[src/design/assert_macros.svh]
// ----------------------------------------------------------------------------
// assert_macros.svh
// Assertion wrappers shared by the clipper RTL; empty under synthesis.
// ----------------------------------------------------------------------------
`ifndef ASSERT_MACROS_SVH
`define ASSERT_MACROS_SVH
`ifndef SYNTHESIS
// checked outside reset
`define LSRC_ASSERT(lbl, prop, msg) \
  lbl: assert property (@(posedge clk) disable iff (rst) (prop)) else $error(msg);
// checked on every edge, reset included
`define LSRC_ASSERT_ALWAYS(lbl, prop, msg) \
  lbl: assert property (@(posedge clk) (prop)) else $error(msg);
`else
`define LSRC_ASSERT(lbl, prop, msg)
`define LSRC_ASSERT_ALWAYS(lbl, prop, msg)
`endif
`endif

[src/design/lsrc_pkg.sv]
// ----------------------------------------------------------------------------
// lsrc_pkg
// Types and constants of the line segment rectangle clipper.
// ----------------------------------------------------------------------------
`default_nettype none

package lsrc_pkg;

  // coordinate width
  localparam int COORD_BITS = 16;
  localparam int CW         = COORD_BITS;
  localparam int PW         = 2 * CW;

  // front to back queue
  localparam int QDEPTH = 4;
  localparam int QAW    = $clog2(QDEPTH);

  typedef logic signed [CW-1:0] coord_t;
  typedef logic signed [CW:0]   diff_t;
  typedef logic        [CW-1:0] mag_t;
  typedef logic        [PW-1:0] prod_t;

  // register indexes
  typedef enum logic [1:0] {
    CFG_LEFT   = 2'd0,
    CFG_TOP    = 2'd1,
    CFG_RIGHT  = 2'd2,
    CFG_BOTTOM = 2'd3
  } cfg_idx_t;

  typedef struct packed {
    coord_t start_x;
    coord_t start_y;
    coord_t end_x;
    coord_t end_y;
  } seg_word_t;

  typedef struct packed {
    logic   visible;
    coord_t clipped_start_x;
    coord_t clipped_start_y;
    coord_t clipped_end_x;
    coord_t clipped_end_y;
  } res_word_t;

  typedef struct packed {
    coord_t left;
    coord_t top;
    coord_t right;
    coord_t bottom;
  } rect_t;

  // segment in flight
  typedef struct packed {
    logic   vis;
    logic   xinc;
    logic   yinc;
    coord_t x1;
    coord_t y1;
    coord_t x2;
    coord_t y2;
  } item_t;

  // one intersection request
  typedef struct packed {
    logic   op;
    coord_t o0;
    coord_t o1;
    coord_t a0;
    coord_t a1;
    coord_t bound;
  } xreq_t;

endpackage

`default_nettype wire

[src/design/lsrc_fifo.sv]
// ----------------------------------------------------------------------------
// lsrc_fifo
// Short flop queue between classification and the clipping pipeline.
// ----------------------------------------------------------------------------
`default_nettype none
`include "assert_macros.svh"

module lsrc_fifo import lsrc_pkg::*; (
  input  logic  clk,
  input  logic  rst,
  input  logic  push,
  input  item_t push_data,
  output logic  full,
  input  logic  pop,
  output logic  head_valid,
  output item_t head
);

  localparam logic [QAW:0] QFULL = (QAW+1)'(QDEPTH);
  localparam logic [QAW:0] CNT1  = (QAW+1)'(1);

  item_t          mem [QDEPTH];
  logic [QAW:0]   count;
  logic [QAW-1:0] wr_ptr;
  logic [QAW-1:0] rd_ptr;

  // pointers and fill count
  always_ff @(posedge clk) begin
    if (rst) begin
      count  <= '0;
      wr_ptr <= '0;
      rd_ptr <= '0;
    end else begin
      if (push) wr_ptr <= wr_ptr + QAW'(1);
      if (pop)  rd_ptr <= rd_ptr + QAW'(1);
      if (push && !pop) count <= count + CNT1;
      else if (pop && !push) count <= count - CNT1;
    end
  end

  // storage
  always_ff @(posedge clk) begin
    if (push) mem[wr_ptr] <= push_data;
  end

  assign full       = (count == QFULL);
  assign head_valid = (count != '0);
  assign head       = mem[rd_ptr];

  `LSRC_ASSERT(a_fifo_cnt_range, count <= QFULL, "queue count over depth")
  `LSRC_ASSERT(a_fifo_cnt_up, push && !pop |=> count == $past(count) + CNT1, "queue count lost a push")
  `LSRC_ASSERT_ALWAYS(a_fifo_rst_empty, rst |=> !head_valid, "queue not empty after reset")

endmodule

`default_nettype wire

[src/design/lsrc_front.sv]
// ----------------------------------------------------------------------------
// lsrc_front
// Takes segment words, does the trivial reject test and queues them.
// ----------------------------------------------------------------------------
`default_nettype none

module lsrc_front import lsrc_pkg::*; (
  input  logic      clk,
  input  logic      rst,
  input  rect_t     rect,
  input  logic      seg_valid,
  output logic      seg_ready,
  input  seg_word_t seg,
  input  logic      pop,
  output logic      head_valid,
  output item_t     head
);

  item_t cls;
  logic  full;

  // classify: both ends past one edge means reject
  always_comb begin
    cls.x1   = seg.start_x;
    cls.y1   = seg.start_y;
    cls.x2   = seg.end_x;
    cls.y2   = seg.end_y;
    cls.vis  = !((seg.start_x < rect.left   && seg.end_x < rect.left)   ||
                 (seg.start_y < rect.top    && seg.end_y < rect.top)    ||
                 (seg.start_x > rect.right  && seg.end_x > rect.right)  ||
                 (seg.start_y > rect.bottom && seg.end_y > rect.bottom));
    cls.xinc = (seg.start_x < seg.end_x);
    cls.yinc = 1'b0;
  end

  assign seg_ready = !full;

  lsrc_fifo u_fifo (
    .clk        (clk),
    .rst        (rst),
    .push       (seg_valid && !full),
    .push_data  (cls),
    .full       (full),
    .pop        (pop),
    .head_valid (head_valid),
    .head       (head)
  );

endmodule

`default_nettype wire

[config.mk]
export PLATFORM = sky130hd
export DESIGN_NAME = lsrc_front
export DESIGN_NICKNAME = d
export VERILOG_FILES = /design/src/design/lsrc_pkg.sv /design/src/design/lsrc_fifo.sv /design/src/design/lsrc_front.sv
export VERILOG_INCLUDE_DIRS = /design/src /design/src/design
export SDC_FILE = /design/constraint.sdc
export NUM_CORES = 1
export LEC_CHECK = 0
export BUFFER_PORTS_ARGS = -buffer_cell sky130_fd_sc_hd__clkbuf_2
export CAP_MARGIN = 20
export CORE_MARGIN = 2
export CORE_UTILIZATION = 40
export CTS_CLUSTER_SIZE = 30
export DETAILED_ROUTE_END_ITERATION = 8
export SYNTH_ARGS = -nofsm -noshare
export SYNTH_HDL_FRONTEND = slang
export SYNTH_SLANG_ARGS = --single-unit
export TNS_END_PERCENT = 5
[constraint.sdc]
create_clock -name clk -period 4.4 [get_ports clk]
set_input_delay 0.88 -clock clk [delete_from_list [all_inputs] [get_ports clk]]
set_output_delay 0.88 -clock clk [all_outputs]
set_load 0.01 [all_outputs]
; ---- Word-level counts from Yosys, hierarchy flattened
; Memory sizes are Yosys's and may differ from the RTL's. A register that Yosys moved wholly into a read port is not among the register bits.
; Cells that the tools add are included.
[totals]
ram_bits = 264
register_bits = 7
input_bits = 132
output_inout_bits = 69
n_memories = 1
[mem_list]
columns = name, words, width, read_ports, rd_clocked_by_memory_dff, write_ports, line
row1 = u_fifo.mem, 4, 66, 1, 1, 1, lsrc_fifo.sv:22  ; item_t mem [QDEPTH];
[op_classes]
n_mux = 6
order_cmp = 9
n_addsub = 4
n_reduce_logical = 16
n_eq_ne = 1
[ops]
columns = operator, n
row1 = $lt A16 B16 Y1, 5
row2 = $gt A16 B16 Y1, 4
row3 = $logic_and A1 B1 Y1, 7
row4 = $mux W3, 2
row5 = $add A2 B1 Y2 const B, 2
row6 = $logic_not A1 Y1, 4
row7 = $mux W2, 2
row8 = $add A3 B1 Y3 const B, 1
row9 = $eq A3 B3 Y1 const B, 1
row10 = $logic_or A1 B1 Y1, 3
row11 = $reduce_bool A3 Y1, 1
row12 = $sub A3 B1 Y3 const B, 1
row13 = $mux W1, 2
row14 = $reduce_bool A2 Y1, 1

; ---- Longest topological paths before layout
; Gate-level depths: netlist of run 1.
[depth]
ltp_word = 7
depth_mapped = 10

; ---- Cells and area by module
; From an unflattened synthesis of run 1, not the netlist that was laid out.
[hier_totals]
cells_unflattened = 834
hier_area_um2 = 13508.0
[by_module_without_submodules]
columns = module, n_inst, seq_area_each_um2, cells_each, area_per_inst_um2
row1 = lsrc_fifo, 1, 8227.9, 394, 10132.2
row2 = lsrc_front, 1, 0.0, 440, 3375.7

; ---- Worst setup path before layout of run 1
; OpenSTA, ideal clock, no wires.
[synth_path]
path_kind = input port to flip-flop
startpoint = input port seg_valid
endpoint = memory u_fifo.mem[0][0] in the netlist's numbering, enable pin
arrival_ns = 2.480
required_ns = 3.969
setup_slack_ns = 1.489
cell_stages = 1
path_buffers = 0
cell_sequence = and3_1
[synth_via]
elab_chain_cells = 3
[synth_lines]
columns = element, line
row1 = from (decl), lsrc_front.sv:11  ; input logic seg_valid,
row2 = $logic_and A1 B1 Y1, lsrc_front.sv:41  ; .push (seg_valid && !full),
row3 = $mux W1, lsrc_fifo.sv:43  ; if (push) mem[wr_ptr] <= push_data;
row4 = $mux W1 (not written as such), lsrc_fifo.sv:43
row5 = to (decl), lsrc_fifo.sv:22
; No other way between the ends.

==> results of run 1 <==
==> metal layers <==
layer,vias to the layer above,wire length [um]
met5,-,0
met2,195,15350
met1,4015,14370
met3,39,1614
met4,0,531
li1,3742,-
==> cell usage after synthesis (7+ instances only) <==
master,n,area [um2]
a21o_1,16,120.1
a21oi_1,45,225.2
buf_2,7,35.03
clkbuf_1,7,26.28
dfxtp_1,9,180.2
edfxtp_1,264,7928
ha_1,144,1802
inv_1,89,334.1
mux4_2,66,1486
nand2_1,20,75.07
nand3_1,7,35.03
nand4_1,18,112.6
nor2_1,26,97.59
o21ai_0,17,85.08
==> state kept, by name (all words and copies together) (netlist names), named ones only <==
signal         cells
u_fifo.mem       264
u_fifo.count       3
u_fifo.rd_ptr      2
u_fifo.wr_ptr      2
==> power by group <==
group	switching [W]	total (W)	internal, W	leakage (nW)
combinational	0.000669	0.00117	0.000505	3.36
sequential	0.000101	0.00324	0.00314	2.50
clock	0.00101	0.00259	0.00158	0.493
total	0.00179	0.00701	0.00522	6.35
==> worst register-to-register path, stage by stage, from the launching register on <==
cell	delay [ps]
dfxtp_1	410
nor2_1	70
nand2_1	170
and2_0	270
ha_1	220
inv_1	60
fa_1	370
xor2_1	150
or3_1	300
a21oi_1	140
==> stage by stage <==
stage	total power [W]	worst slack, ps
after global placement	0.004471	964.0
after detailed placement	0.004495	895.5
after CTS	0.007097	975.0
after global routing	0.007315	892.3
final	0.007006	1076
after floorplan	0.003968	1489
==> worst max path at each step <==
stage / startpoint / to / slack, ps / cells after the start
2_1_floorplan: seg_valid / u_fifo.mem[0][0] / 1490 / 1
3_3_place_gp: seg[63] / u_fifo.mem[1][65] / 960 / 9
3_5_place_dp: seg[63] / u_fifo.mem[3][65] / 900 / 9
4_1_cts: flip-flop / head[18] / 970 / 3
5_1_grt: flip-flop / head[18] / 890 / 3
6_report: flip-flop / head[18] / 1080 / 3
==> area by class of cell <==
cell class                      count  area share, %
Inverter                           89          2.106
Clock buffer                       42          5.339
Tap cell                          442          3.486
Clock inverter                     15          1.167
Timing Repair Buffer              209          6.830
Sequential cell                   273          51.15
Multi-Input combinational cell    449          29.92
==> kinds of logic after synthesis <==
logic type,Yosys count,synth area share (%)
buffers and inverters,106,3.098
AND/OR/NAND/NOR,110,4.459
adder cells (fa/ha/maj),145,13.75
other,1,0.02831
multiplexers,70,11.52
XOR/XNOR,5,0.3307
AO/OA/AOI/OAI,118,5.592
flip-flops,273,61.21
==> out/results.ini, run 1 <==
[clock_network]
cts_sinks = 273
cts_hold_buf = 0
htree_levels = 1
clock_path_buffers = 3
clk_latency_ps = 550
postCtsSetupBuffers = 0
cts_tree = yes
cts_resized = 0
cts_root_buf = clkbuf_16
numCtsBuffers = 31
clk_pin_slew_ps = 60

[worst_setup_path]
startpoint_type = flip-flop
crit_type = reg2out
ff2ff_path_depth = 9
cp-end-kind = primary output
crit_family = flip-flops
crit_buf_inv = 2
r2r_slack_ps = 2170
crit_arrival_ps = 2440
rr_endpoint = u_fifo.count[2]
critPathMaxStageDelay_ps = 770
crit_path_top_delay_cell = dfxtp_4
cp_cell_sequence = buf_12 > mux4_2 > clkbuf_2
crit_required_ps = 3520
critPathMaxFanout = 30
reg2reg_from = u_fifo.count[0]

[logic_synthesis]
yosysUniqueCellTypes = 54
ys_ff_latch = 273
synth_area_um2 = 13250
synth_edf_count = 264
syn-num-nets = 1105
synth_cells = 828
synthFlopType = edfxtp_1
syn_avg_cell_area_um2 = 16.00
async_reset_ff_share_pct = 0
seq_area_frac_synth_pct = 61.21
synth_warnings = 0

[timing]
tns_ps = 0
hold_slack_ps = 508.7
finalMaxSlewViolations = 0
fmax_mhz = 300.9
fin_crit_sh_pct = 75.54
relSlewSlack_pct = 24.77
layout_min_cycle_time_ps = 3324
tightest_slew_ps = 1128
setup_viol = 0
fin_skew_ps = 7.428
finalHoldViolCount = 0
rsz0062_at_grt = false

[min_path]
min_to = u_fifo.count[2]
min-delay-start = u_fifo.count[2]
hold_depth = 2
hp-class = reg2reg

[pwr]
ir_drop_mv = 0.3350
cellLeakagePower_nw = 6.345
pwr_density_cell_nw_per_um2 = 441.6

[global_routing]
met2_usage_pct = 31.33
use_met1_pct = 25.53
grt_usage_pct = 18.55
grt_first_pass_wirelength_mm = 47.84
first_global_vias = 8411
grtUsageMet3_pct = 2.700
antenna_found_initial = 0
grt.busiest_layer = met2
grt_overflow = 0
grt_max_degree = 67

[run_status]
outcome = finished clean

[place]
place.port_buffers = 199
hpwlAfterDp_mm = 22.49
placed_area_um2 = 14830
numPlacedInstances = 1462
place.gp.congestion = 0.8393

[routing]
routed_wl_mm = 31.87
drc = 0
vias = 7991
vias_per_cell = 5.261
drt_iter0_drc = 436
wl_per_cell_um = 20.98
drtPass1Iterations = 6
ant_nets = 0

[floorplanning]
start_util_pct = 40.71
die-area_um2 = 34580
die_w_um = 186.0
boundaryPins = 201
rows = 66
die_h_um = 186.0
core_um2 = 32540

[job]
cap_violations = 0

[layout]
multi_input_area_um2 = 4747
area_delta_synth_final_pct = 19.78
final_common_cell = edfxtp_1
seqCellArea_um2 = 8115
stdcell_area_um2 = 15870
fill_cells = 2897
fin_nets = 1330
drive_gt1_share_pct = 30.55
postLayoutCoreUtil_pct = 48.76
antenna_cells = 0
final_cell_mix = 264 x edfxtp_1, 199 x clkbuf_2, 144 x ha_1
final_cells = 1519

Power figures use the tool's default switching activity.
==> run 2: changes to the inputs <==
==> constraint.sdc (replaced) <==
create_clock -name clk -period 2.68 [get_ports clk]
set_input_delay 0.536 -clock clk [delete_from_list [all_inputs] [get_ports clk]]
set_output_delay 0.536 -clock clk [all_outputs]
set_load 0.01 [all_outputs]
==> run 2 against run 1 <==
Register-to-register slack lost 1700 ps; clock power grew 60%; worst setup slack lost 920 ps; non-clock buffer count grew 36; design area grew 2.1%; critical endpoint is now head[52]; sequential cell count is the same; total power grew 64%; critical path depth is the same; largest power group unchanged; global-route usage shrank 0.34 points; wire length shrank 1.8%; core utilization grew 1.0 points; sequential share of layout area shrank 1.0 points; largest cell class unchanged.
==> out/results.ini, run 2 (synthesis gave the netlist of run 1 again) <==
[min_path]
hp-class = in2reg

[worst_setup_path]
cp_cell_sequence = buf_12 > mux4_2 > clkbuf_2
crit_path_top_delay_cell = mux4_2
critPathMaxStageDelay_ps = 610
crit_type = reg2out
startpoint_type = flip-flop
crit_buf_inv = 2
crit_family = multiplexers
crit_required_ps = 2140
critPathMaxFanout = 35
crit_arrival_ps = 1990
cp-end-kind = primary output

[job]
cap_violations = 0

[layout]
antenna_cells = 0
top_register = u_fifo.mem
drive_gt1_share_pct = 33.00
largest_register_ffs = 264
fin_nets = 1365
seqCellArea_um2 = 8115
area_delta_synth_final_pct = 22.28
final_common_cell = edfxtp_1
multi_input_area_um2 = 4753
fill_cells = 2854
final_cell_mix = 264 x edfxtp_1, 199 x clkbuf_2, 144 x ha_1
biggestRegsByFlops = u_fifo.mem x264, u_fifo.count x3

[timing]
fin_skew_ps = 17.57
tightest_slew_ps = 650.7
layout_min_cycle_time_ps = 2528
fin_crit_sh_pct = 94.31
relSlewSlack_pct = 55.50
hold_slack_ps = 250.1
setup_viol = 0
finalMaxSlewViolations = 0
rsz0062_at_grt = false
fmax_mhz = 395.6
finalWorstSetupSlack_ps = 152.4
finalHoldViolCount = 0

[pwr]
ir_drop_mv = 0.6498
cellLeakagePower_nw = 6.531
fin_total_pwr_w = 0.01146
pwr_density_cell_nw_per_um2 = 707.8

[routing]
vias = 8021
wl_per_cell_um = 20.14
ant_nets = 0
routed_wl_mm = 31.29
vias_per_cell = 5.162
drc = 0
drtPass1Iterations = 5
drt_iter0_drc = 499

[global_routing]
grt_overflow = 0
grt_max_degree = 56
first_global_vias = 8210
grt_usage_pct = 18.21
grt_first_pass_wirelength_mm = 47.09
antenna_found_initial = 0

[run_status]
outcome = finished clean

[place]
place.port_buffers = 199
place.gp.congestion = 0.8387
dp_slack_ps = -452.8
hpwlAfterDp_mm = 22.73

[floorplanning]
boundaryPins = 201
die_h_um = 186.0
core_um2 = 32540
die-area_um2 = 34580
die_w_um = 186.0
rows = 66
start_util_pct = 40.71

[clock_network]
cts_tree = yes
htree_levels = 1
clk_latency_ps = 550
clock_path_buffers = 3
cts_root_buf = clkbuf_16
cts_sinks = 273
numCtsBuffers = 30
clk_pin_slew_ps = 60
postCtsSetupBuffers = 0

run 2: changes by cell type in the layout (fill, tap and decap cells not counted):
cell | previous run | this run
buf_12 | 1 | 8
buf_4 | 9 | 38
clkbuf_16 | 31 | 30
clkbuf_8 | 3 | 0
clkinv_1 | 4 | 2
clkinv_2 | 2 | 5
clkinv_4 | 1 | 3
clkinv_8 | 0 | 1
clkinvlp_4 | 3 | 2
nor4_1 | 5 | 4
nor4_2 | 1 | 2
run 2: power breakdown:
part / total [W] / switching (W) / internal (W)
sequential: 0.00526 / 0.000110 / 0.00515
combinational: 0.00206 / 0.00116 / 0.000901
clock: 0.00414 / 0.00168 / 0.00246
run 2: metrics by stage:
step | util [%] | instance area [um2] | setup TNS [ps] | std cells
after detailed placement | 46.69 | 15190 | -1811 | 1498
after global routing | 49.78 | 16200 | 0 | 1554
after CTS | 49.76 | 16190 | 0 | 1554
final | 49.78 | 16200 | 0 | 1554
after floorplan | - | 13250 | 0 | 828
after global placement | 46.69 | 15190 | -1642 | 1498
run 2: final timing paths:
kind                         from         endpoint  slack, ps  depth (start not counted)
setup / recovery        flip-flop         head[52]        150                          3
hold / removal                rst  u_fifo.count[2]        250                          2
setup reg to reg  u_fifo.count[0]  u_fifo.count[2]        430                          9
hold reg to reg   u_fifo.count[2]  u_fifo.count[2]        500                          2
run 2: what timing repair did:
item / 4_1_cts / 5_1_grt
gates resized for setup: 0 / 1
hold buffers: 0 / 0
endpoints found under the setup margin: 0 / 4
run 2: cell type report:
cell class | count | share of cell area, %
clock buffer | 38 | 4.820
clock inverter | 18 | 1.352
inverter | 89 | 2.063
multi-input combinational | 449 | 29.35
sequential | 273 | 50.10
tap | 442 | 3.414
timing repair buffer | 245 | 8.899
run 2: layer usage:
metal | wire (um) | global-route usage (%) | vias up
li1 | - | - | 3797
met1 | 14520 | 25.98 | 4008
met2 | 14750 | 29.61 | 183
met3 | 1478 | 2.641 | 33
met4 | 537 | 4.220 | 0
met5 | 0 | 0 | -
==> run 3: changes to the inputs <==
--- a/config.mk
+++ b/config.mk
@@ -10,6 +10,7 @@
 export CAP_MARGIN = 20
 export CORE_MARGIN = 2
 export CORE_UTILIZATION = 40
+export CTS_BUF_LIST = sky130_fd_sc_hd__clkbuf_4
 export CTS_CLUSTER_SIZE = 30
 export DETAILED_ROUTE_END_ITERATION = 8
 export SYNTH_ARGS = -nofsm -noshare
==> run 3 against run 2 <==
Clock power decreased by 11%; critical path depth rose by 1; critical endpoint is now head[19]; worst setup slack got worse by 88 ps; clock skew grew 39 ps; sequential share of layout area shrank 0.48 points; non-clock buffer count grew 12; total power down 3.3%.
==> out/results.ini, run 3 (synthesis gave the netlist of run 1 again) <==
[timing]
finalHoldViolCount = 0
tightest_slew_ps = 686.6
relSlewSlack_pct = 53.05
fin_skew_ps = 56.12
finalWorstSetupSlack_ps = 64.60
setup_viol = 0
fmax_mhz = 382.4
rsz0062_at_grt = true
finalMaxSlewViolations = 0
fin_crit_sh_pct = 97.59
layout_min_cycle_time_ps = 2615

[min_path]
hp-class = in2reg

[layout]
fin_nets = 1419
final_common_cell = edfxtp_1
stdcell_area_um2 = 16350
largest_register_ffs = 264
drive_gt1_share_pct = 37.56
seqCellArea_um2 = 8115
postLayoutCoreUtil_pct = 50.26
top_register = u_fifo.mem
fill_cells = 2888
final_cell_mix = 264 x edfxtp_1, 199 x clkbuf_2, 144 x ha_1
area_delta_synth_final_pct = 23.47
biggestRegsByFlops = u_fifo.mem x264, u_fifo.count x3
multi_input_area_um2 = 4747

[clock_network]
numCtsBuffers = 72
cts_hold_buf = 0
cts_tree = yes
clk_pin_slew_ps = 60
htree_levels = 3
cts_root_buf = clkbuf_4
cts_sinks = 273
clock_path_buffers = 3
clk_latency_ps = 710

[pwr]
combPwrFrac_pct = 19.6
ir_drop_mv = 0.3397
cellLeakagePower_nw = 6.714
power.share.sequential_pct = 47.4
p_sw_share_pct = 26.39
p_clk_share_pct = 33.1
pwr_density_cell_nw_per_um2 = 678.0
p_int_w = 0.008161
switchingPower_w = 0.002926

[routing]
ant_nets = 0
vias = 8382
vias_per_cell = 5.130
drc = 0
drtPass1Iterations = 5
routed_wl_mm = 32.83
drt_iter0_drc = 436
wl_per_cell_um = 20.09

[floorplanning]
die_h_um = 186.0
die_w_um = 186.0
core_um2 = 32540
start_util_pct = 40.71
boundaryPins = 201
rows = 66
die-area_um2 = 34580

[job]
cap_violations = 0

[place]
hpwlAfterDp_mm = 22.73
place.gp.congestion = 0.8387
place.port_buffers = 199
dp_slack_ps = -452.8
placed_area_um2 = 15190

[worst_setup_path]
startpoint_type = flip-flop
cp-end-kind = primary output
critPathMaxFanout = 8
crit_arrival_ps = 2080
crit_required_ps = 2140
crit_type = reg2out

[global_routing]
grt_usage_pct = 18.61
grt_max_degree = 56
grt_overflow = 0
antenna_found_initial = 2
grt_first_pass_wirelength_mm = 47.62
first_global_vias = 8563

[run_status]
outcome = finished clean

==> run 3: cell types whose count changed in the layout (fill, tap and decap cells not counted), moves of 3 or more <==
cell / delta
clkbuf_4: +110
buf_6: +3
clkinv_2: -3
clkbuf_1: -8
clkinv_1: +5
clkbuf_16: -26
clkinv_4: -3
==> run 3: worst paths after layout <==
check,startpoint,end,slack [ps],cells past startpoint
worst max-delay path,flip-flop,head[19],60,4
worst min-delay path,seg[4],u_fifo.mem[2][4],130,1
worst max register to register,u_fifo.count[0],u_fifo.count[2],440,9
worst min register to register,u_fifo.count[2],u_fifo.count[2],500,2
==> run 3: layout make-up <==
cell class              count  area share, %
multi-input cells         449          29.03
well taps                 442          3.382
repair buffers            257          10.23
inverters                  89          2.043
diodes                      2        0.03060
clock buffers             110          5.050
clock inverters            12         0.6121
flip-flops and latches    273          49.63
==> run 3: critical path, cell delays in order (launching register included) <==
cell and delay, ps:
dfxtp_4 380, buf_4 190, buf_12 180, mux4_2 510, clkbuf_2 150
==> run 3: timing repair <==
action,CTS,global route
setup endpoints to repair,27,51
resized for setup,2,5
buffers inserted,0,5
cloned,0,7
==> run 3: layer usage <==
| layer | wire (um) | track usage, % | vias up |
|---|---|---|---|
| li1 | - | - | 3949 |
| met1 | 14890 | 25.47 | 4151 |
| met2 | 15430 | 29.71 | 243 |
| met3 | 1984 | 4.011 | 39 |
| met4 | 530 | 5.984 | 0 |
| met5 | 0 | 0 | - |
==> run 3: per-stage QoR <==
stage	TNS, ps	power (W)	cells	hold WS [ps]
final	0	0.01109	1634	132.4
after global routing	-246.5	0.01169	1634	86.30
after CTS	-256.2	0.01117	1620	54.93
after detailed placement	-1811	0.007450	1498	494.2
after global placement	-1642	0.007421	1498	488.0
after floorplan	0	0.006515	828	466.4
==> run 3: power groups by stage <==
stage               Sequential [W]  Clock, W  Combinational, W
floorplan                  0.00533         0           0.00118
global placement           0.00534         0           0.00208
detailed placement         0.00535         0           0.00210
CTS                        0.00526   0.00380           0.00211
global route               0.00528   0.00402           0.00239
finish                     0.00525   0.00367           0.00217
